**config.mk**
```make
export PLATFORM = sky130hd
export DESIGN_NAME = tbp_mod
export DESIGN_NICKNAME = d
export VERILOG_FILES = /design/src/tbp_pkg.sv /design/src/tbp_mod.sv
export SDC_FILE = /design/constraint.sdc
export NUM_CORES = 1
export LEC_CHECK = 0
export BUFFER_PORTS_ARGS = -buffer_cell sky130_fd_sc_hd__buf_2
export CAP_MARGIN = 20
export CORE_ASPECT_RATIO = 0.5
export CORE_MARGIN = 5
export CORE_UTILIZATION = 38
export CTS_CLUSTER_DIAMETER = 80
export CTS_CLUSTER_SIZE = 28
export DETAILED_ROUTE_END_ITERATION = 16
export SLEW_MARGIN = 20
export SYNTH_ARGS = -nofsm -noshare
export SYNTH_HDL_FRONTEND = slang
export SYNTH_SLANG_ARGS = --single-unit
```
**constraint.sdc**
```tcl
create_clock -name clk -period 9.7 [get_ports clk]
set_clock_uncertainty 0.2 [all_clocks]
set_input_delay 1.455 -clock clk [delete_from_list [all_inputs] [get_ports clk]]
set_output_delay 1.455 -clock clk [all_outputs]
set_load 0.05 [all_outputs]
```
**src/tbp_pkg.sv**
```systemverilog
// package with shared constants, register codes and state type of the three-hash bin placer
`default_nettype none

package tbp_pkg;

    localparam int HASH_W       = 64;
    localparam int CFG_IDX_W    = 2;
    localparam int CFG_DATA_W   = 16;
    localparam int BIN_COUNT_W  = 13;
    localparam int MAX_FILL_W   = 6;
    localparam int ADDR_OUT_W   = 12;
    localparam int SLOT_OUT_W   = 5;
    localparam int CHOICE_W     = 2;
    localparam int ELEM_OUT_W   = 20;
    localparam int TOTAL_W      = 22;
    localparam int MOD_STEPS    = 4;

    localparam int DEF_BINS         = 4096;
    localparam int DEF_SLOTS        = 32;
    localparam int DEF_ELEMENT_BITS = 20;

    localparam logic [TOTAL_W-1:0]     PLACE_MAX     = 22'd3145728;
    localparam logic [CFG_IDX_W-1:0]   REG_BIN_COUNT = 2'd0;
    localparam logic [CFG_IDX_W-1:0]   REG_MAX_FILL  = 2'd1;
    localparam logic [BIN_COUNT_W-1:0] BIN_COUNT_RST = 13'd4096;
    localparam logic [MAX_FILL_W-1:0]  MAX_FILL_RST  = 6'd32;
    localparam logic [CHOICE_W-1:0]    CHOICE_FIRST  = 2'd0;
    localparam logic [CHOICE_W-1:0]    CHOICE_SECOND = 2'd1;
    localparam logic [CHOICE_W-1:0]    CHOICE_LAST   = 2'd2;

    typedef enum logic [2:0] {
        ST_CLEAR,
        ST_IDLE,
        ST_START,
        ST_DIV,
        ST_WRITE
    } state_t;

endpackage

`default_nettype wire

```
**src/tbp_mod.sv**
```systemverilog
// iterative remainder unit, MOD_STEPS dividend bits per cycle
`default_nettype none

module tbp_mod (
    input  wire logic                            clk,
    input  wire logic                            rst_n,
    input  wire logic                            start,
    input  wire logic [tbp_pkg::HASH_W-1:0]      dividend,
    input  wire logic [tbp_pkg::BIN_COUNT_W-1:0] modulus,
    output logic                                 done,
    output logic      [tbp_pkg::BIN_COUNT_W-1:0] remainder
);

    import tbp_pkg::*;

    localparam int ITERS = HASH_W / MOD_STEPS;
    localparam int CW    = $clog2(ITERS);

    logic                   busy_reg;
    logic                   done_reg;
    logic [CW-1:0]          cnt_reg;
    logic [HASH_W-1:0]      dvd_reg;
    logic [BIN_COUNT_W-1:0] rem_reg;
    logic [BIN_COUNT_W-1:0] rem_next;

    always_comb
    begin
        logic [BIN_COUNT_W-1:0] r;
        logic [BIN_COUNT_W:0]   t;
        r = rem_reg;
        t = '0;
        for (int i = 0; i < MOD_STEPS; i++)
        begin
            t = {r, dvd_reg[HASH_W-1-i]};
            if (t >= {1'b0, modulus})
            begin
                t = t - {1'b0, modulus};
            end
            r = t[BIN_COUNT_W-1:0];
        end
        rem_next = r;
    end

    always_ff @(posedge clk or negedge rst_n)
    begin
        if (!rst_n)
        begin
            busy_reg <= 1'b0;
            done_reg <= 1'b0;
            cnt_reg  <= '0;
        end
        else
        begin
            done_reg <= 1'b0;
            if (start)
            begin
                busy_reg <= 1'b1;
                cnt_reg  <= CW'(ITERS - 1);
            end
            else if (busy_reg)
            begin
                cnt_reg <= cnt_reg - CW'(1);
                if (cnt_reg == '0)
                begin
                    busy_reg <= 1'b0;
                    done_reg <= 1'b1;
                end
            end
        end
    end

    always_ff @(posedge clk)
    begin
        if (start)
        begin
            dvd_reg <= dividend;
            rem_reg <= '0;
        end
        else if (busy_reg)
        begin
            dvd_reg <= dvd_reg << MOD_STEPS;
            rem_reg <= rem_next;
        end
    end

    assign done      = done_reg;
    assign remainder = rem_reg;

    assert property (@(posedge clk) disable iff (!rst_n)
        done_reg |-> (rem_reg < modulus))
        else $error("remainder not below modulus");

    assert property (@(posedge clk) disable iff (!rst_n)
        done_reg |-> !busy_reg)
        else $error("done while still busy");

    assert property (@(posedge clk) disable iff (!rst_n)
        start |=> busy_reg)
        else $error("start did not begin a reduction");

endmodule

`default_nettype wire

```
## Yosys cells after proc, flatten, opt, wreduce, memory -nomap -nowiden

Cells that the tools add are included.

- Flip-flop bits (word level): 83
- Bits of input ports: 80
- Output and inout bits: 14
- Logic and storage cells: 30

- $add $sub $neg: 5
- Magnitude comparators: 4
- Mux-type cells: 14
- Reduce and logical (&&, ||, !) cells: 2

Operators with widths:

| cell | number |
|---|---|
| 2-to-1 mux 64 bit | 2 |
| >= comparator 14 x 13 -> 1 bit | 4 |
| 2-to-1 mux 13 bit | 4 |
| subtractor 13 bit | 4 |
| 2-to-1 mux 4 bit | 2 |
| 2-to-1 mux 1 bit | 6 |
| logical NOT 4 bit | 1 |
| subtractor 4 x 1 -> 4 bit (second input constant) | 1 |
| nonzero test 2 bit | 1 |

## Depth between registers and ports, before layout

Gate-level depths: netlist of the first run.

- Word-level depth: 8
- Gate-level depth with buffers: 44
- Mapped depth without buffers: 40

## Worst setup path before layout of the first run

Ideal clock, no wire load.

- Path kind: input to register
- From: input modulus[8] (netlist bit)
- To: register rem_reg[1], in the netlist remainder[1]
- Library setup time: 79 ps
- Arrival time: 9338 ps
- Data required time: 9421 ps
- Setup slack: 82 ps
- Cell stages on the path: 40
- Path buffers: 5
- Path through: inv_1 -> ha_1 -> buf_2 -> o21ai_0 -> nor2_1 -> o41a_1 -> o21ai_1 -> nand2_1 -> o21ai_0 -> fa_1 -> nor2b_1 -> o21a_1 -> o21ai_0 -> a31oi_1 -> a311oi_4 -> buf_6 -> clkbuf_1 -> mux2i_1 -> (+4 left out) -> o32a_1 -> a31oi_1 -> nand3b_1 -> and2_1 -> buf_2 -> a21oi_1 -> ha_1 -> nor2b_1 -> o21ai_0 -> a21boi_0 -> o21ai_0 -> a21o_1 -> nand3_1 -> a31oi_1 -> o211ai_2 -> buf_6 -> mux2_4 -> a211oi_2

- Word-level cells in the longest chain between the ends: 8
- Elaborated cells on any way between the ends: 12
- Those cells by class: add/sub (4); order compare (4); mux (4)

Ends and longest elaborated chain:

| element | line | source |
|---|---|---|
| start, declared | tbp_mod.sv:9 | `input wire logic [tbp_pkg::BIN_COUNT_W-1:0] modulus,` |
| subtractor 13 bit or >= comparator 14 x 13 -> 1 bit (tied branches) | tbp_mod.sv:37, tbp_mod.sv:35 |  |
| 2-to-1 mux 13 bit | tbp_mod.sv:35 | `if (t >= {1'b0, modulus})` |
| subtractor 13 bit or >= comparator 14 x 13 -> 1 bit (tied branches) | tbp_mod.sv:37, tbp_mod.sv:35 |  |
| 2-to-1 mux 13 bit | tbp_mod.sv:35 |  |
| >= comparator 14 x 13 -> 1 bit or subtractor 13 bit (tied branches) | tbp_mod.sv:35, tbp_mod.sv:37 |  |
| 2-to-1 mux 13 bit | tbp_mod.sv:35 |  |
| subtractor 13 bit or >= comparator 14 x 13 -> 1 bit (tied branches) | tbp_mod.sv:37, tbp_mod.sv:35 |  |
| 2-to-1 mux 13 bit (*) | tbp_mod.sv:35 |  |
| end signal, assigned | tbp_mod.sv:82 | `rem_reg <= rem_next;` |
| end, declared | tbp_mod.sv:23 | `logic [BIN_COUNT_W-1:0] rem_reg;` |

Every way passes the cells marked *; elsewhere a longest branch is shown, timed or not.
A chain may end at the register's enable or synchronous reset.

## Worst setup path after layout of the first run

- From: input modulus[0] (netlist bit)
- To: register rem_reg[11], in the netlist remainder[11]

- Word-level cells in the longest chain between the ends: 8
- Elaborated cells on any way between the ends: 12
- Those cells by class: add/sub (4); order compare (4); mux (4)

Ends and longest elaborated chain:

| element | line |
|---|---|
| subtractor 13 bit or >= comparator 14 x 13 -> 1 bit (tied branches) | tbp_mod.sv:37, tbp_mod.sv:35 |
| 2-to-1 mux 13 bit | tbp_mod.sv:35 |
| subtractor 13 bit or >= comparator 14 x 13 -> 1 bit (tied branches) | tbp_mod.sv:37, tbp_mod.sv:35 |
| 2-to-1 mux 13 bit | tbp_mod.sv:35 |
| subtractor 13 bit or >= comparator 14 x 13 -> 1 bit (tied branches) | tbp_mod.sv:37, tbp_mod.sv:35 |
| 2-to-1 mux 13 bit | tbp_mod.sv:35 |
| subtractor 13 bit or >= comparator 14 x 13 -> 1 bit (tied branches) | tbp_mod.sv:37, tbp_mod.sv:35 |
| 2-to-1 mux 13 bit (*) | tbp_mod.sv:35 |

Marks and branches as above.

==> results of run 1 <==
-- final cells by class --
type	instances	area, µm²	area share, %
multi-input cells	513	4120	46.3
flip-flops and latches	83	2330	26.2
repair buffers	255	1710	19.2
well taps	227	284	3.19
clock buffers	10	229	2.57
inverters	41	154	1.73
clock inverters	6	72.6	0.815
-- worst paths after layout --
path	start	to
min	cnt_reg[3]	cnt_reg[3]
min reg2reg	cnt_reg[3]	cnt_reg[3]
max in group asynchronous	rst_n	cnt_reg[2]
max	modulus[0]	remainder[11]
min in group asynchronous	rst_n	cnt_reg[0]
max reg2reg	remainder[3]	remainder[11]
-- kinds of logic after synthesis --
group	synth area share, %
AOI/OAI and AO/OA	17.0
xor gates and xnor gates	4.15
adders and majority gates	11.4
buffers and inverters	4.07
DFF	35.6
muxes	14.1
and+or+nand+nor	13.8
-- per-layer routing --
layer,global-route usage (%),wire (µm),up-vias
li1,-,-,2968
met1,25.1,8900,2858
met2,31.9,8400,169
met3,4.21,1270,39
met4,4.77,440,6
met5,0,28,-
-- through the flow --
stage / instance area (µm²) / std cells / hold slack (ps) / TNS (ps) / util (%)
detailed placement: 8370 / 1114 / 309 / -4660 / 50.3
floorplan: 6550 / 660 / 291 / 0 / -
finish: 8900 / 1135 / 327 / 0 / 53.5
global route: 8900 / 1135 / 348 / -882 / 53.5
global placement: 8370 / 1114 / 306 / -2190 / 50.3
CTS: 8690 / 1131 / 332 / 0 / 52.2
-- worst reg2reg max path: cells and delay by family, from the launching register on --
kind                     cells  cell delay [ps]
AO/OA/AOI/OAI               14             2640
AND/OR/NAND/NOR             10             2070
adder cells (fa/ha/maj)      4             1300
multiplexers                 3              980
buffers and inverters        4              690
flip-flops                   1              540
-- synth_stat cells, drive strengths merged (4+ instances only) --
master,count
a21oi,33
a311oi,4
o21ai,33
buf,10
nor2,46
or2,8
nand3,15
nand4,7
dfxtp,13
dfrtp,6
and2,8
a31oi,7
or3,4
nand2b,9
ha,53
xor2,13
and3,4
nor2b,12
nand2,43
a2111oi,5
a211oi,15
o21a,10
fa,4
inv,41
nor3,15
clkbuf,13
nor4,7
edfxtp,64
o31ai,4
mux2i,14
a21o,12
mux2,69
xnor2,18
-- timing repair --
item,4_1_cts,5_1_grt
setup buffers,1,4
pin swaps,1,17
endpoints found under the setup margin,11,13
resized for setup,3,52
==> out/results.ini, run 1 <==
[cells_and_area]
layout_commonest_cell = buf_4
antenna_cells = 0
nNetsFinal = 1040
layout_common_cells = buf_4, buf_2, mux2_2, edfxtp_1, ha_1
syn_to_final_growth_pct = 36.0
fillCellCount = 1539
largest_reg_flops = 64
drive_above_1_share_pct = 42.4

[clock_tree]
root_buffer = clkbuf_16
cts_tree = yes
cts_buffers = 9
htree_num_levels = 3
cts_buffer_depth = 2
cts.sinks = 83
hold_buffers = 0
clock_latency_ps = 330
cts.clk_slew.worst_paths_ps = 70

[route]
drt_first_iter_violations = 286
route.detailed.drc = 0
post_drt_wl_per_cell_um = 16.8
vias = 6040
ant_nets = 0
firstDrtPassIters = 5
routed_wl_um = 19000
routed_via_density = 5.32

[place]
dp_hpwl_um = 15200
place_ws_ps = -453
io_buffers = 93
routabilityCongestion = 0.981

[setup_path]
r2r_slack_ps = 1200
endpoint_kind = flop
cpMostUsedCell = ha_1
path_buf_inv = 4
critPathKind = in2reg
slowest_delay_ps = 400
crit_path_start_kind = primary input
slowest_stage = o41a_1
worstPathRequired_ps = 9730
cp.depth = 38
rr_worst_depth = 35
cp.arrival_ps = 9360
critical-path-top-delay-family = compound AO/OA/AOI/OAI gates
cp_max_fo = 8

[yosys]
synth_edf_count = 64
synth_top_area_share_pct = 29.4
synth_flop_cell = edfxtp_1
syn_nets = 797
synth_seq_cells = 83
avgSynthCellArea_um2 = 9.92
async_reset_ff_share_pct = 7.23
ys_seq_area_share_pct = 35.6
netlist_instances = 660
yosys_warnings = 0
yosys.area.top_type = edfxtp_1
synth_area_leaders = edfxtp_1, mux2_2, ha_1
netlist-cell-type-count = 72
syn_area_um2 = 6550

[timing]
hold_viol_final = 0
relSlewSlack_pct = 39.1
clock.fmax_mhz = 107
finalSetupViolCount = 0
fin_crit_ps = 9330
tightest_slew_ps = 914
timing.final.ws_setup_ps = 370
fin_crit_sh_pct = 96.2
drv_slew = 0

[global_routing]
first_global_vias = 5944
grt_pass1_wl_um = 30300
grt_antenna_before_repair = 3
grt_overflow_total = 0
grt_max_degree = 65
grt.total_usage_pct = 18.9

[floorplan]
start_util_pct = 39.3
rows = 33
dieHeight_um = 103
dieArea_um2 = 20100
io_pins = 94
fp.coreArea_um2 = 16600
dieWidth_um = 196

[min_path]
hold_class = reg2reg
holdPathStages = 2

[job]
cap_violations = 0

[outcome]
run_status = complete, no violations

Power of run 1 is left out: the tool's default activity adds up to more than one toggle a clock period on the data nets, which glitch-free logic cannot reach.
==> run 2: changes to the inputs <==
--- a/config.mk
+++ b/config.mk
@@ -15,2 +15,4 @@
 export DETAILED_ROUTE_END_ITERATION = 16
+export GPL_ROUTABILITY_DRIVEN = 0
+export REMOVE_ABC_BUFFERS = 1
 export SLEW_MARGIN = 20
--- a/constraint.sdc
+++ b/constraint.sdc
@@ -4,2 +4,2 @@
 set_output_delay 1.455 -clock clk [all_outputs]
-set_load 0.05 [all_outputs]
+set_load 0.1 [all_outputs]
==> out/results.ini, run 2 (synthesized netlist as in run 1, its figures left out) <==
[outcome]
run_status = complete, no violations

[setup_path]
critPathKind = in2reg
cp.arrival_ps = 9370
cp_max_fo = 8
crit_path_start_kind = primary input
endpoint_kind = flop
worstPathRequired_ps = 9720
slowest_delay_ps = 400
slowest_stage = a311oi_4

[floorplan]
dieArea_um2 = 20100
rows = 33
dieHeight_um = 103
start_util_pct = 39.3
fp.coreArea_um2 = 16600
dieWidth_um = 196
io_pins = 94

[place]
place_area_um2 = 8450
dp_cells = 1126
place_ws_ps = -553
dp_hpwl_um = 14800
io_buffers = 93

[cells_and_area]
nNetsFinal = 1052
layout_common_cells = buf_4, buf_2, mux2_2, edfxtp_1, ha_1
design_area_um2 = 9060
layout_commonest_cell = buf_4
syn_to_final_growth_pct = 38.5
register_area_um2 = 2330
fillCellCount = 1505
drive_above_1_share_pct = 43.7
multi_input_area_um2 = 4170
final_cells = 1149
largest_reg_flops = 64

[route]
vias = 6074
routed_via_density = 5.29
route.detailed.drc = 0
post_drt_wl_per_cell_um = 16.2
routed_wl_um = 18600
firstDrtPassIters = 4
ant_nets = 0
drt_first_iter_violations = 308

[clock_tree]
hold_buffers = 0
htree_num_levels = 3
cts_buffer_depth = 2
cts_tree = yes
cts.clk_slew.worst_paths_ps = 60
cts.sinks = 83
root_buffer = clkbuf_16
clock_latency_ps = 330
cts_buffers = 9

[global_routing]
busiest_layer = met2
first_global_vias = 6168
grt_util_met2_pct = 32.0
grtUsageMet1_pct = 23.8
grt_max_degree = 79
met3_usage_pct = 4.11
grt_pass1_wl_um = 30100
grt_antenna_before_repair = 1
grt_overflow_total = 0
grt.total_usage_pct = 18.4

[timing]
holdWs_ps = 333
fin_crit_sh_pct = 96.4
tightest_slew_ps = 928
fin_crit_ps = 9350
timing.final.ws_setup_ps = 345
clock.fmax_mhz = 107
finalSetupViolCount = 0
hold_viol_final = 0
drv_slew = 0
relSlewSlack_pct = 38.2

[job]
cap_violations = 0

[min_path]
hold_class = reg2reg

==> run 2: final timing paths <==
check	start	end	slack (ps)	cells past startpoint
setup / recovery	modulus[7]	remainder[11]	350	40
hold / removal	cnt_reg[3]	cnt_reg[3]	330	2
setup reg to reg	dvd_reg[63]	remainder[11]	1090	39
hold reg to reg	cnt_reg[3]	cnt_reg[3]	330	2
max in group asynchronous	rst_n	cnt_reg[3]	8430	1
min in group asynchronous	rst_n	cnt_reg[1]	730	1
==> run 2: what timing repair did <==
item,CTS,global route
resized for setup,1,61
setup buffers,2,2
endpoints found under the hold margin,0,0
endpoints found under the setup margin,13,13
cloned,0,1
pin swaps,2,21
==> run 2: cell type report <==
cell class | count | share of cell area (%)
clock inverters | 7 | 0.883
clock buffers | 9 | 2.48
well taps | 227 | 3.13
flip-flops and latches | 83 | 25.7
diodes | 2 | 0.0552
inverters | 41 | 1.70
repair buffers | 267 | 20.0
multi-input cells | 513 | 46.0
==> run 2: worst max-delay path: cells and delay by family <==
| kind | cells | cell delay [ps] |
|---|---|---|
| multiplexers | 2 | 650 |
| buffers and inverters | 9 | 1130 |
| AND/OR/NAND/NOR | 8 | 1070 |
| adder cells (fa/ha/maj) | 4 | 1080 |
| AO/OA/AOI/OAI | 17 | 4010 |
==> run 2: layer usage <==
layer  wire [µm]  vias up
li1            -     3000
met1        8290     2881
met2        8840      163
met3        1250       28
met4         265        2
met5           7        -
==> run 2: metrics by stage <==
| step | utilization, % | setup TNS [ps] |
|---|---|---|
| finish | 54.5 | 0 |
| global route | 54.4 | -311 |
| CTS | 52.8 | 0 |
| detailed placement | 50.8 | -5560 |
| global placement | 50.8 | -3100 |
| floorplan | - | -2600 |
Power of run 2 is left out for the same reason.
