## src/tbp_ram.sv

```systemverilog
// generic single-write, single-read ram with registered read data
`default_nettype none

module tbp_ram #(
    parameter int WIDTH = 8,
    parameter int DEPTH = 16
) (
    input  wire logic                     clk,
    input  wire logic                     wr_en,
    input  wire logic [$clog2(DEPTH)-1:0] wr_addr,
    input  wire logic [WIDTH-1:0]         wr_data,
    input  wire logic                     rd_en,
    input  wire logic [$clog2(DEPTH)-1:0] rd_addr,
    output logic      [WIDTH-1:0]         rd_data
);

    logic [WIDTH-1:0] mem [DEPTH];

    always_ff @(posedge clk)
    begin
        if (wr_en)
        begin
            mem[wr_addr] <= wr_data;
        end
        if (rd_en)
        begin
            rd_data <= mem[rd_addr];
        end
    end

endmodule

`default_nettype wire

```

## config.mk

```make
export PLATFORM = sky130hd
export DESIGN_NAME = tbp_ram
export DESIGN_NICKNAME = d
export VERILOG_FILES = /design/src/tbp_ram.sv
export SDC_FILE = /design/constraint.sdc
export NUM_CORES = 1
export LEC_CHECK = 0
export BUFFER_PORTS_ARGS = -buffer_cell sky130_fd_sc_hd__buf_2
export CAP_MARGIN = 10
export CORE_ASPECT_RATIO = 2
export CORE_UTILIZATION = 54
export DETAILED_ROUTE_END_ITERATION = 10
export PLACE_DENSITY = 0.8
export SYNTH_ARGS = -nofsm -noshare
export SYNTH_HDL_FRONTEND = slang
export SYNTH_SLANG_ARGS = --single-unit
```

## constraint.sdc

```tcl
create_clock -name clk -period 1.9 [get_ports clk]
set_clock_uncertainty 0.2 [all_clocks]
set_input_delay 0.19 -clock clk [delete_from_list [all_inputs] [get_ports clk]]
set_output_delay 0.19 -clock clk [all_outputs]
set_load 0.05 [all_outputs]
```

### After elaboration in Yosys (flattened, before gate mapping)

Memories as Yosys holds them, arrays and structs flattened. A register that Yosys moved wholly into a read port is not among the register bits.
Cells that the tools add are included.

* bits in registers: 0
* latch bits: 0
* memory bits (writable): 128
* ROM bits: 0
* bits of input ports: 19
* output and inout bits: 8
* logic and storage cells: 3
* memories kept: 1

Memory list
* mem: depth 16, width 8, rd ports 1, clocked after memory_dff 1, write ports 1, line 17 `logic [WIDTH-1:0] mem [DEPTH];`

* add/subtract/negate cells: 0
* $mul: 0
* divide/modulo/power cells: 0
* $lt $le $gt $ge: 0
* eq/ne operators: 0
* shift-type cells: 0
* muxes and demuxes: 2
* bitwise gates (word level): 0
* reduce and logical (&&, ||, !) cells: 0

Operators by type and width (count)
* 1-bit two-way mux: 2

### Logic depth before layout (Yosys ltp)

Gate-level depths: netlist of run 1.

* depth after elaboration: 2
* mapped depth: 5
* mapped depth without buffers: 3

### Worst setup path after synthesis of run 1

OpenSTA, ideal clock, no wires.

* kind: input-to-reg
* start: input wr_addr[2]
* end: memory mem[0][0], enable pin
* setup time: 383 ps
* arrival time: 1300 ps
* required time: 1317 ps
* path slack: 17 ps
* cell stages on the path: 2
* cell sequence: or3b_2 -> nor3_1

RTL lines
* start: declaration: line 10 `input wire logic [$clog2(DEPTH)-1:0] wr_addr,`
* end: declaration: line 17

No word-level cell before the write port.

==> flow_summary.toml, run 1 <==
[drt]
drtPass1Iterations = 5
viasPerCell = 6.30
drt-wirelength-per-cell_um = 25.8
drtIter0Drc = 171
drcViolationCount = 0
drt_wl_total_um = 10700
postRouteAntennaNets = 0
route.vias.total = 2616

[outcome]
outcome = "complete, no violations"

[yosys]
synth_cells = 229
synth-seq-cells = 136
synth_top_area_share_pct = 78.1
netlist_area_mm2 = 0.00523
ys_seq_area_share_pct = 78.1
syn_nets = 248
ys_types = 18
synth.avg_cell_area_um2 = 22.8
synth_most_common_cell = "edfxtp_1"
synth_largest_area_cell = "edfxtp_1"
ys_top_cells_by_area = "edfxtp_1 78%, mux4_2 7.8%, mux4_1 7.0%"
synth-warning-count = 0
async_flop_share_pct = 0
synth_edf_count = 136
synth_commonest_cells = "136 x edfxtp_1, 18 x mux4_2, 16 x a22oi_1"
synth_ff_type = "edfxtp_1"

[setup_path]
reg2reg_slack_ns = 0.17
critPathCaptureType = "flip-flop"
critPathLaunchType = "flip-flop"
path_class = "flip-flop to flip-flop"
arrival_ns = 1.69
r2r-start = "mem[8][1]"
path_max_fanout = 1
r2r_cells = 3
crit_required_ns = 1.86
rr_endpoint = "rd_data[1]"

[clock_tree]
htreeDepth = 4
clk-insertion-delay-late_ns = 0.42
cts_root_buffer = "clkbuf_16"
cts_setup_buffers = 0
clockBufferDepth = 2
ctsResizeCount = 0
path_clk_slew_ns = 0.06
cts_buffers = 17
postCtsHoldBufs = 9
clock-sinks = 136
cts_tree = "yes"

[grt]
grt_pass1_wl_um = 16200
grt_use_total_pct = 24.2
grt_pass1_vias = 2823
met2_usage_pct = 41.9
grt_max_degree = 33
grt-ovfl-total = 0
use_met1_pct = 26.4
top_usage_layer = "met2"
grt_use_met3_pct = 6.65
antenna_found_initial = 0

[min_path]
min_from = "wr_addr[0]"
min_delay_path_depth = 3
hold_path_class = "primary input to flip-flop"
hold_end = "mem[4][0]"

[layout]
drive_gt1_share_pct = 31.5
final_area_mm2 = 0.00630
fillers = 591
regArea_mm2 = 0.00408
num_antenna_cells = 0
final_cells = 415
area_growth_syn_to_layout_pct = 20.6
finalNetCount = 317
multi_input_comb_area_mm2 = 0.00106

[placement]
place_area_mm2 = 0.00563
portBuffers = 26
numPlacedInstances = 374
dpl.hpwl_um = 6600
place.gp.congestion = 0.754

[sta]
clock.fmax_mhz = 579
fin_setup_tns_ns = 0
hold_violations = 0
min_period_over_period_pct = 90.8
finalCriticalPeriod_ns = 1.73
slew_headroom_pct = 74.4
tightestPinTransition_ns = 0.383
finalSetupViolCount = 0
slew_violations = 0
grt_setup_unrepaired = "no"

[floorplanning]
row_count = 50
die_w_um = 71.6
chipHeight_um = 141
core_mm2 = 0.00938
initial_core_util_pct = 55.7
die_area_mm2 = 0.0101
pin_count = 27

[power_and_ir_drop]
power_density_mw_per_mm2 = 1110
peakVddDrop_v = 0.000988
p_leak_nw = 2.17

[job]
cap_violations = 0
==> report_power, final <==
part           switching [mW]  internal, mW  leakage, nW
sequential             0.0177          3.38         1.24
clock                    1.17          2.05        0.274
combinational           0.233         0.152        0.657
==> critical path, cell delays in order (launching register included) <==
cell and delay [ns]:
edfxtp_1 0.38, mux4_1 0.57, a22oi_1 0.24, nand2_1 0.08
==> state kept, by name (all words and copies together) (netlist names) <==
register and cells:
mem 128, rd_data 8
==> how the worst max path moves through the flow <==
| stage | startpoint | end | slack [ns] |
|---|---|---|---|
| after floorplan | wr_addr[2] | mem[0][0] | 0.02 |
| after global placement | rd_addr[0] | rd_data[2] | 0.01 |
| after detailed placement | rd_addr[0] | rd_data[4] | -0.02 |
| after CTS | mem[10][1] | rd_data[1] | 0.15 |
| after global routing | mem[10][4] | rd_data[4] | 0.12 |
| final | mem[8][1] | rd_data[1] | 0.17 |
==> kinds of logic (layout without fill, tap and decap cells) <==
| kind of cell | count (synthesis) | count (layout) | synth area share [%] |
|---|---|---|---|
| and+or+nand+nor | 35 | 35 | 3.14 |
| muxes | 32 | 32 | 14.8 |
| DFF | 136 | 136 | 78.1 |
| AOI/OAI and AO/OA | 16 | 16 | 2.30 |
| buffers and inverters | 10 | 92 | 1.65 |
==> routing by layer <==
layer / share of wire, % / routed length (µm)
met5: 0 / 0
met3: 5.7 / 607
met4: 3.4 / 365
met2: 57 / 6060
met1: 34 / 3670
==> cells in the final DEF (no fill, tap or decap) <==
| cell type | n |
|---|---|
| buf_12 | 3 |
| clkbuf_1 | 2 |
| or3b_2 | 1 |
| and2b_1 | 1 |
| nor2_1 | 13 |
| bufinv_16 | 3 |
| edfxtp_1 | 136 |
| clkinv_1 | 2 |
| nand2_1 | 9 |
| nand3_1 | 1 |
| clkbuf_16 | 17 |
| buf_4 | 22 |
| clkinvlp_4 | 4 |
| nor2b_1 | 1 |
| clkinv_4 | 2 |
| nand2b_1 | 2 |
| mux4_2 | 18 |
| nand3b_1 | 2 |
| dlygate4sd3_1 | 9 |
| buf_2 | 26 |
| mux4_1 | 14 |
| and2_1 | 1 |
| clkinv_2 | 2 |
| a22oi_1 | 16 |
| nor3_1 | 4 |
==> layout make-up <==
cell class / instances / share of cell area, %
clock buffer: 19 / 6.87
tap: 104 / 2.06
timing repair buffer: 60 / 7.06
multi-input combinational: 83 / 16.8
clock inverter: 13 / 2.46
sequential: 136 / 64.8
==> through the flow <==
| stage | hold WS [ns] | utilization (%) | setup WS [ns] | total power, mW |
|---|---|---|---|---|
| 3_5_place_dp | 0.375 | 60.0 | -0.0241 | 3.83 |
| 4_1_cts | 0.113 | 67.2 | 0.154 | 7.05 |
| 5_1_grt | 0.141 | 67.2 | 0.121 | 7.19 |
| 3_3_place_gp | 0.362 | 60.0 | 0.00996 | 3.81 |
| 6_report | 0.130 | 67.2 | 0.174 | 7.00 |
| 2_1_floorplan | 0.0889 | - | 0.0171 | 3.68 |
(Power assumes the default switching activity.)
==> inputs of run 2 (changes only) <==
--- a/config.mk
+++ b/config.mk
@@ -5,12 +5,13 @@
 export SDC_FILE = /design/constraint.sdc
 export NUM_CORES = 1
 export LEC_CHECK = 0
+export ABC_AREA = 1
 export BUFFER_PORTS_ARGS = -buffer_cell sky130_fd_sc_hd__buf_2
 export CAP_MARGIN = 10
 export CORE_ASPECT_RATIO = 2
-export CORE_UTILIZATION = 54
+export CORE_UTILIZATION = 55
 export DETAILED_ROUTE_END_ITERATION = 10
-export PLACE_DENSITY = 0.8
+export PLACE_DENSITY = 0.81
 export SYNTH_ARGS = -nofsm -noshare
 export SYNTH_HDL_FRONTEND = slang
 export SYNTH_SLANG_ARGS = --single-unit
==> flow_summary.toml, run 2 <==
[layout]
final_cells = 746
area_growth_syn_to_layout_pct = 15.6
num_antenna_cells = 0
layout_common_cells = "173 x nand2_1, 136 x edfxtp_1, 100 x inv_1"
finalNetCount = 617
final_common_cell = "nand2_1"
drive_gt1_share_pct = 12.9
reg_top3 = "mem x128, rd_data x8"
largest_reg_flops = 128
top_register = "mem"

[floorplanning]
die_w_um = 74.9
chipHeight_um = 148
initial_core_util_pct = 57.2
die_area_mm2 = 0.0111
core_mm2 = 0.0102
pin_count = 27
row_count = 52

[setup_path]
r2r-start = "mem[8][2]"
reg2reg_slack_ns = 0.53
critPathLaunchType = "flip-flop"
path_max_fanout = 1
critPathBufInv = 1
crit_path_start = "rd_data[3]"
crit_required_ns = 1.51
arrival_ns = 1.08
max_stage_delay_ns = 0.38
slowest_stage = "edfxtp_1"
path_cells = "buf_2"
path_class = "flip-flop to output port"
cp_top_family = "flip-flops"
critPathCaptureType = "output port"

[sta]
min_period_over_period_pct = 77.1
setup_ws_ns = 0.434
holdWs_ns = 0.00335
tightestPinTransition_ns = 0.592
fin_setup_tns_ns = 0
slew_headroom_pct = 60.5
finalCriticalPeriod_ns = 1.47
finalSetupViolCount = 0
clock.fmax_mhz = 682
hold_violations = 0
grt_setup_unrepaired = "no"
slew_violations = 0

[yosys]
synth_commonest_cells = "173 x nand2_1, 136 x edfxtp_1, 100 x inv_1"
synth_cells = 551
ys_seq_area_share_pct = 69.8
synth_ff_type = "edfxtp_1"
synth_edf_count = 136
synth.avg_cell_area_um2 = 10.6
synth_top_area_share_pct = 69.8
ys_types = 11
syn_nets = 570
synth_most_common_cell = "nand2_1"
netlist_area_mm2 = 0.00585
synth-warning-count = 0
ys_top_cells_by_area = "edfxtp_1 70%, nand2_1 11%, nand3_1 8.3%"
synth-seq-cells = 136
synth_largest_area_cell = "edfxtp_1"
async_flop_share_pct = 0

[drt]
drt-wirelength-per-cell_um = 17.4
drtIter0Drc = 418
route.vias.total = 3960
postRouteAntennaNets = 0
drt_wl_total_um = 13000
drtPass1Iterations = 6
viasPerCell = 5.31
drcViolationCount = 0

[placement]
numPlacedInstances = 710
place.gp.congestion = 1.02
pre_cts_ws_ns = 0.260
dpl.hpwl_um = 8580
portBuffers = 26

[clock_tree]
path_clk_slew_ns = 0.05
clock-sinks = 136
cts_buffers = 17
cts_setup_buffers = 0
cts_tree = "yes"
cts_root_buffer = "clkbuf_16"
clockBufferDepth = 2
clk-insertion-delay-late_ns = 0.42
htreeDepth = 4

[power_and_ir_drop]
power_density_mw_per_mm2 = 1020
peakVddDrop_v = 0.000856
p_leak_nw = 2.93

[grt]
grt_pass1_wl_um = 20300
antenna_found_initial = 0
grt_pass1_vias = 3922
grt_use_total_pct = 26.7
grt_max_degree = 44
grt-ovfl-total = 0

[min_path]
min_from = "wr_data[4]"
hold_path_class = "primary input to flip-flop"

[job]
cap_violations = 0

[outcome]
outcome = "complete, no violations"
==> run 2: changes by cell type after synthesis, sizes merged, moves of 16 or more <==
cell,delta
a22oi,-16
buf,+17
inv,+102
mux4,-32
nand2,+164
nand3,+96
==> run 2: worst paths after layout <==
check | end | depth (start not counted)
worst min register to register | rd_data[5] | 6
worst max register to register | rd_data[2] | 6
worst min-delay path | mem[2][4] | 1
worst max-delay path | rd_data[3] | 1
==> run 2: kinds of logic (layout without fill, tap and decap cells) <==
logic type	count (synthesis)	after routing	synth area share, %
simple gates	289	289	20.8
flops	136	136	69.8
buf+inv	126	186	9.39
==> run 2: final cells by class <==
cell class / count / area, µm²
clock inverter: 14 / 134
multi-input combinational: 289 / 1210
clock buffer: 18 / 429
fill: 741 / 3450
tap: 135 / 169
sequential: 136 / 4080
timing repair buffer: 52 / 348
inverter: 102 / 383
==> run 2: what timing repair did <==
action,in CTS,in global routing
hold buffers,4,0
endpoints found under the hold margin,27,0
resized for setup,0,0
setup endpoints to repair,0,0
==> run 2: per-layer routing <==
layer	global-route usage (%)	up-vias	share of wire [%]
li1	-	1876	-
met1	29.6	1884	35
met2	46.0	166	56
met3	6.07	34	5.8
met4	14.2	0	3.6
met5	0	-	0
==> run 2: through the flow <==
stage | utilization (%) | power, mW | cell area, µm²
final | 66.2 | 6.92 | 6760
after global routing | 66.2 | 7.11 | 6760
after CTS | 66.2 | 6.94 | 6760
after detailed placement | 60.3 | 3.91 | 6160
after global placement | 60.3 | 3.90 | 6160
after floorplan | - | 3.75 | 5850
==> run 2: report_power, final <==
part           internal, mW  leakage, nW  switching, mW
registers              3.38         1.24         0.0200
clock network          1.91        0.263           1.15
logic                 0.123         1.43          0.335
==> inputs of run 3 (changes only) <==
--- a/config.mk
+++ b/config.mk
@@ -9,9 +9,9 @@
 export BUFFER_PORTS_ARGS = -buffer_cell sky130_fd_sc_hd__buf_2
 export CAP_MARGIN = 10
 export CORE_ASPECT_RATIO = 2
-export CORE_UTILIZATION = 55
+export CORE_UTILIZATION = 60
 export DETAILED_ROUTE_END_ITERATION = 10
-export PLACE_DENSITY = 0.81
+export PLACE_DENSITY = 0.84
 export SYNTH_ARGS = -nofsm -noshare
 export SYNTH_HDL_FRONTEND = slang
 export SYNTH_SLANG_ARGS = --single-unit
==> constraint.sdc (replaced) <==
create_clock -name clk -period 1.5 [get_ports clk]
set_clock_uncertainty 0.2 [all_clocks]
set_input_delay 0.15 -clock clk [delete_from_list [all_inputs] [get_ports clk]]
set_output_delay 0.15 -clock clk [all_outputs]
set_load 0.05 [all_outputs]
==> flow_summary.toml, run 3 (synthesis results as in run 2) <==
[placement]
portBuffers = 26
dpl.hpwl_um = 8540
place.gp.congestion = 0.865

[sta]
finalSetupViolCount = 0
hold_violations = 0
slew_violations = 0
clock.fmax_mhz = 687
tightestPinTransition_ns = 0.635
min_period_over_period_pct = 97.1
slew_headroom_pct = 57.6
holdWs_ns = 0.138
finalCriticalPeriod_ns = 1.46
grt_setup_unrepaired = "no"

[layout]
drive_gt1_share_pct = 12.9
final_common_cell = "nand2_1"
num_antenna_cells = 0
reg_top3 = "mem x128, rd_data x8"
fin_util_pct = 73.4
layout_common_cells = "173 x nand2_1, 136 x edfxtp_1, 100 x inv_1"
largest_reg_flops = 128
top_register = "mem"
finalNetCount = 625
area_growth_syn_to_layout_pct = 17.8

[grt]
grt_pass1_wl_um = 21500
grt_pass1_vias = 4250
grt_use_total_pct = 29.9
antenna_found_initial = 0
grt_max_degree = 65
grt-ovfl-total = 0

[setup_path]
worstSetupPathDepth = 6
max_stage_delay_ns = 0.38
path_class = "flip-flop to flip-flop"
crit_required_ns = 1.47
critPathCaptureType = "flip-flop"
path_common_cell = "nand3_1"
rr_endpoint = "rd_data[5]"
crit_path_start = "mem[4][5]"
endpoint = "rd_data[5]"
arrival_ns = 1.43
slowest_stage = "edfxtp_1"
reg2reg_slack_ns = 0.04
r2r_cells = 6
path_max_fanout = 1
cp_top_family = "simple AND/OR/NAND/NOR gates"
critPathLaunchType = "flip-flop"
path_cells = "inv_1 > nand2_1 > nand3_1 > nand3_1 > nand3_1 > nand2_1"
r2r-start = "mem[4][5]"
critPathBufInv = 1

[drt]
viasPerCell = 5.73
postRouteAntennaNets = 0
drt-wirelength-per-cell_um = 19.1
drtPass1Iterations = 6
drtIter0Drc = 448
drcViolationCount = 0
route.vias.total = 4140
drt_wl_total_um = 13800

[floorplanning]
core_mm2 = 0.00938
die_w_um = 71.8
chipHeight_um = 142
initial_core_util_pct = 62.3
row_count = 50
pin_count = 27
die_area_mm2 = 0.0102

[clock_tree]
clk-insertion-delay-late_ns = 0.42
cts_root_buffer = "clkbuf_16"
cts_buffers = 17
clockBufferDepth = 2
path_clk_slew_ns = 0.06
htreeDepth = 4
cts_tree = "yes"
clock-sinks = 136

[job]
cap_violations = 0

[power_and_ir_drop]
peakVddDrop_v = 0.00124
power_density_mw_per_mm2 = 1330
p_leak_nw = 3.01

[outcome]
outcome = "complete, no violations"

[min_path]
hold_path_class = "primary input to flip-flop"
-- run 3: changes by cell type in the layout (fill, tap and decap cells not counted), sizes merged --
cell | previous run | this run
clkinv | 7 | 8
dlygate4sd3 | 4 | 10
bufinv | 2 | 4
buf | 48 | 50
clkinvlp | 5 | 2
-- run 3: power by group --
part	leakage, nW	switching, mW	internal [mW]	total (mW)
logic	1.48	0.448	0.182	0.629
clock network	0.290	1.50	2.76	4.26
registers	1.24	0.0242	4.28	4.31
-- run 3: routing by layer --
layer  vias up  track usage [%]  part of all wire (%)
met5         -                0                     0
met1      1904             31.4                    32
met2       257             50.6                    53
met3        87             7.46                   7.4
li1       1892                -                     -
met4         0             22.3                   7.4
-- run 3: worst min-delay path by stage --
stage / from / to / slack [ns] / depth (start not counted)
2_1_floorplan: wr_data[0] / mem[0][0] / 0.05 / 0
3_3_place_gp: rd_en / rd_data[7] / 0.32 / 1
3_5_place_dp: rd_en / rd_data[7] / 0.32 / 1
4_1_cts: rd_addr[2] / rd_data[2] / 0.12 / 5
5_1_grt: rd_addr[2] / rd_data[2] / 0.16 / 5
6_report: rd_addr[2] / rd_data[2] / 0.14 / 5
-- run 3: through the flow --
| step | setup slack, ns | power (mW) | instance area (µm²) | cells | TNS, ns |
|---|---|---|---|---|---|
| 3_3_place_gp | -0.106 | 4.95 | 6170 | 681 | -0.425 |
| 6_report | 0.0440 | 9.19 | 6890 | 723 | 0 |
| 4_1_cts | 0.0409 | 9.20 | 6880 | 723 | 0 |
| 2_1_floorplan | 0.199 | 4.74 | 5850 | 551 | 0 |
| 3_5_place_dp | -0.134 | 4.98 | 6170 | 681 | -0.667 |
| 5_1_grt | 0.00816 | 9.40 | 6890 | 723 | 0 |
-- run 3: timing repair --
| action | 4_1_cts | 5_1_grt |
|---|---|---|
| setup buffers | 0 | 0 |
| hold buffers | 10 | 0 |
| endpoints found under the setup margin | 0 | 1 |
| gates resized for setup | 0 | 1 |
| endpoints found under the hold margin | 137 | 0 |
-- run 3: final cells by class --
| cell class | count | area, µm² |
|---|---|---|
| flip-flops and latches | 136 | 4080 |
| repair buffers | 60 | 460 |
| well taps | 104 | 130 |
| clock buffers | 18 | 429 |
| multi-input cells | 289 | 1220 |
| clock inverters | 14 | 181 |
| inverters | 102 | 383 |
| fillers | 602 | 2500 |
-- run 3: worst register-to-register path: stages, from the launching register on --
cell and delay, ns:
edfxtp_1 0.38, inv_1 0.08, nand2_1 0.06, nand3_1 0.08
nand3_1 0.18, nand3_1 0.17, nand2_1 0.07
